### src/rtl/wmrm_pkg.sv
// ----------------------------------------------------------------------------
// Message rate meter package
// Shared item and result types, operation codes and divider sizing.
// ----------------------------------------------------------------------------
package wmrm_pkg;

  localparam logic OP_PUSH    = 1'b0;
  localparam logic OP_REFRESH = 1'b1;

  // The shared divider is sized for the largest supported window.
  localparam int DIV_NUM_W = 80;
  localparam int DIV_DEN_W = 72;

  localparam logic [47:0] MASK48    = 48'hFFFF_FFFF_FFFF;
  localparam logic [47:0] MILLI_NS  = 48'd1000000000000;
  localparam logic [29:0] NS_PER_S  = 30'd1000000000;
  localparam logic [19:0] NS_PER_MS = 20'd1000000;
  localparam logic [9:0]  NS_PER_US = 10'd1000;
  localparam logic [15:0] LIMIT_RESET = 16'd60000;

  // ceil(2^40 / 125): (x >> 3) * LAT_RECIP >> 40 equals x / 1000 for x below 2^36.
  localparam logic [33:0] LAT_RECIP = 34'h2_0C49_BA5F;

  typedef struct packed {
    logic        op;
    logic [63:0] sample_time_ns;
    logic [31:0] sample_bytes;
    logic [63:0] current_time_ns;
  } item_t;

  typedef struct packed {
    logic        stats_available;
    logic [47:0] rate_millihertz;
    logic [39:0] avg_size_q8;
    logic [47:0] bandwidth_bytes_per_sec;
    logic [25:0] latency_us;
  } stats_t;

endpackage

### src/rtl/wmrm_queue.sv
// ----------------------------------------------------------------------------
// Message rate meter input queue
// Two-entry queue that takes input transactions and decodes the operation.
// ----------------------------------------------------------------------------
module wmrm_queue (
  input  logic            clk,
  input  logic            rst,
  input  logic            push,
  input  wmrm_pkg::item_t push_item,
  output logic            full,
  output logic            pop_valid,
  output logic            pop_is_refresh,
  output wmrm_pkg::item_t pop_item,
  input  logic            pop
);

  wmrm_pkg::item_t entry [2];
  logic       wr_ptr;
  logic       rd_ptr;
  logic [1:0] fill;

  assign full           = (fill == 2'd2);
  assign pop_valid      = (fill != 2'd0);
  assign pop_item       = entry[rd_ptr];
  assign pop_is_refresh = (entry[rd_ptr].op == wmrm_pkg::OP_REFRESH);

  always_ff @(posedge clk) begin
    if (push) begin
      entry[wr_ptr] <= push_item;
    end
  end

  always_ff @(posedge clk) begin
    if (rst) begin
      wr_ptr <= 1'b0;
      rd_ptr <= 1'b0;
      fill   <= 2'd0;
    end else begin
      if (push) begin
        wr_ptr <= ~wr_ptr;
      end
      if (pop) begin
        rd_ptr <= ~rd_ptr;
      end
      if (push && !pop) begin
        fill <= fill + 2'd1;
      end else if (pop && !push) begin
        fill <= fill - 2'd1;
      end
    end
  end

endmodule

### config.mk
export PLATFORM = sky130hd
export DESIGN_NAME = wmrm_queue
export DESIGN_NICKNAME = d
export VERILOG_FILES = /design/src/rtl/wmrm_pkg.sv /design/src/rtl/wmrm_queue.sv
export SDC_FILE = /design/constraint.sdc
export NUM_CORES = 1
export LEC_CHECK = 0
export BUFFER_PORTS_ARGS = -buffer_cell sky130_fd_sc_hd__buf_4
export CAP_MARGIN = 20
export CORE_MARGIN = 2
export CORE_UTILIZATION = 25
export DETAILED_ROUTE_END_ITERATION = 10
export GPL_ROUTABILITY_DRIVEN = 1
export PLACE_DENSITY = 0.45
export SYNTH_ARGS = -nofsm -noshare
export SYNTH_HDL_FRONTEND = slang
export SYNTH_SLANG_ARGS = --single-unit
### constraint.sdc
create_clock -name clk -period 9.6 [get_ports clk]
set_input_delay 0.96 -clock clk [delete_from_list [all_inputs] [get_ports clk]]
set_output_delay 0.96 -clock clk [all_outputs]
set_load 0.03 [all_outputs]
==> flow_metrics.env <==
export IMPL_status="finished, final reports clean"
export IMPL_rsz0062_at_grt="no"
export IMPL_io_buffer_count=328
export IMPL_rows=80
export IMPL_root_buffer="clkbuf_16"
export IMPL_clockBufferDepth=3
export IMPL_finalClockSkew_ns=0.009072
export IMPL_report_final_hold_viol_count=0
export IMPL_drtIter0Drc=281
export IMPL_vias=6011
export IMPL_syn_area_um2=12190
export IMPL_syn_avg_cell_area_um2=23.27
export IMPL_vdd_ir_drop_worst_mv=0.1344
export IMPL_route_detailed_drc=0
export IMPL_area_growth_pct=35.11
export IMPL_clk_pin_slew_ns=0.05
export IMPL_fin_crit_ns=4.151
export IMPL_final_max_slew_viol_count=0
export IMPL_start_util_pct=25.43
export IMPL_die_area_um2=50560
export IMPL_clock_sinks=327
export IMPL_critPathArrivalTime_ns=3.19
export IMPL_stdcell_count=1525
export IMPL_postCtsSetupBuffers=0
export IMPL_holdBufCountCts=0
export IMPL_power_density_nw_per_um2=216.2
export IMPL_nFillCells=4603
export IMPL_slowest_delay_ns=0.71
export IMPL_start_kind="flip-flop"
export IMPL_die_h_um=224.9
export IMPL_avgRoutedWirePerCell_um=17.91
export IMPL_yosysWarnings=0
export IMPL_ys_types=18
export IMPL_dp_hpwl_mm=18.21
export IMPL_fmax_mhz=240.9
export IMPL_synthFlopType="edfxtp_1"
export IMPL_setup_tns_ns=0
export IMPL_power_leakage_nw=6.237
export IMPL_die_w_um=224.9
export IMPL_vias_per_cell=3.942
export IMPL_synth_top_area_cell="edfxtp_1"
export IMPL_grt_pass1_vias=6368
export IMPL_synth_most_common_cell="edfxtp_1"
export IMPL_cp_cell_sequence="buf_4 > buf_4 > mux2_2 > buf_4"
export IMPL_final_area_um2=16480
export IMPL_critPathKind="flip-flop to output pin"
export IMPL_core_um2=47950
export IMPL_syn_num_nets=690
export IMPL_cpMaxStageDelayCell="buf_4"
export IMPL_finalSetupViolCount=0
export IMPL_crit_top_cell="buf_4"
export IMPL_grt_pass1_wl_mm=39.72
export IMPL_grt_antenna_before_repair=0
export IMPL_path_max_fanout=44
export IMPL_maxCapViolations=0
export IMPL_drive_above_1_share_pct=60.33
export IMPL_clock_latency_ns=0.54
export IMPL_grt_use_total_pct=10.53
export IMPL_async_flop_share_pct=0
export IMPL_relSlewSlack_pct=34.34
export IMPL_synth_area_top_cells="edfxtp_1 (79%), mux2_4 (11%), mux2_2 (6.6%)"
export IMPL_synth_common_cells="edfxtp_1 (322), mux2_4 (90), mux2_2 (71)"
export IMPL_place_inst=1456
export IMPL_grt_max_degree=62
export IMPL_insertedDiodeCount=0
export IMPL_yosysTopAreaCellShare_pct=79.29
export IMPL_power_mw=3.563
export IMPL_worstPathRequired_ns=8.64
export IMPL_fin_crit_sh_pct=43.24
export IMPL_worst_slew_pin_slew_ns=0.9849
export IMPL_ys_seq_elements=327
export IMPL_dpl_instance_area_um2=15330
export IMPL_wl_mm=27.32
export IMPL_min_path_type="flip-flop to flip-flop"
export IMPL_place_congestion=0.6792
export IMPL_grt_overflow=0
export IMPL_drt_first_pass_iters=4
export IMPL_end_kind="output pin"
export IMPL_boundaryPins=329
export IMPL_nets=1047
export IMPL_cts_buffers=38
export IMPL_drtAntennaViolNets=0
export IMPL_post_cts_resized=0
export IMPL_ys_seq_area_share_pct=80.11
export IMPL_synth_edff_count=322
export IMPL_cts_tree="yes"
export IMPL_h_tree_depth=2
export IMPL_synthCells=524
## metrics by stage
step / hold WS (ns) / util, % / setup slack (ns)
2_1_floorplan: 0.4558 / - / 0.9790
3_3_place_gp: 0.4868 / 31.98 / 5.965
3_5_place_dp: 0.4962 / 31.98 / 5.926
4_1_cts: 0.5054 / 34.36 / 5.318
5_1_grt: 0.5597 / 34.36 / 5.236
6_report: 0.5028 / 34.36 / 5.449
## worst paths after layout
path                                            from                     end  slack, ns  depth (start not counted)
worst max register to register   wr_ptr$_SDFFE_PP0P_  entry[1][23]$_DFFE_PP_       7.22                          2
worst min-delay path            fill[1]$_SDFFE_PP0P_    fill[1]$_SDFFE_PP0P_       0.50                          2
worst max-delay path                       flip-flop            pop_item[37]       5.45                          4
worst min register to register  fill[1]$_SDFFE_PP0P_    fill[1]$_SDFFE_PP0P_       0.50                          2
## cells in the final DEF (no fill, tap or decap), drive strengths merged
master    synthesis  final
or2               1      1
nor2b             2      2
buf              19    336
or3               1      1
a21oi             1      1
xor2              2      2
inv               1      1
xnor2             2      2
edfxtp          322    322
and2              1      1
o21ai             1      1
clkbuf            0     54
nor2              4      4
dfxtp             5      5
clkinvlp          0      1
ha                1      1
clkinv            0     14
mux2            161    161
## where the power goes
| group | leakage, nW | switching (mW) | internal [mW] |
|---|---|---|---|
| Sequential | 3.06 | 0.0242 | 1.67 |
| Combinational | 2.62 | 0.312 | 0.242 |
| Clock | 0.557 | 0.538 | 0.777 |
| Total | 6.24 | 0.874 | 2.69 |
## cell families (layout without fill, tap and decap cells)
kind of cell	after synthesis	count (layout)	share of synthesized area [%]
xor+xnor	4	4	0.2873
simple gates	9	9	0.3797
buf+inv	20	406	1.395
fa+ha+maj	1	1	0.1026
mux	161	161	17.64
compound gates	2	2	0.08201
flops	327	327	80.11
## registers in the layout, indices dropped and copies added, names as in the netlist, named ones only
name and flops:
wr_ptr 1, entry 322, fill 2, rd_ptr 1
## routing by layer
metal  global-route usage (%)  up-vias  wire length, um
li1                         -     2808                -
met1                    12.89     2948            11350
met4                    3.333        0              611
met5                        0        -                0
met2                    16.78      204            12940
met3                    4.494       51             2416
## area by class of cell
cell class                      instances  area (um^2)  share of cell area [%]
Tap cell                              615        769.5                   4.670
Timing Repair Buffer                  336         2522                   15.31
Clock inverter                         15        67.56                  0.4101
Sequential cell                       327         9773                   59.32
Multi-Input combinational cell        177         2265                   13.75
Inverter                                1        3.754                 0.02278
Clock buffer                           54         1075                   6.523
## worst max-delay path: cells and delay by family (launching register included)
| family | cells | cell delay (ns) |
|---|---|---|
| flip-flops | 1 | 0.57 |
| buffers and inverters | 3 | 1.55 |
| multiplexers | 1 | 0.42 |
(Power assumes the default switching activity.)
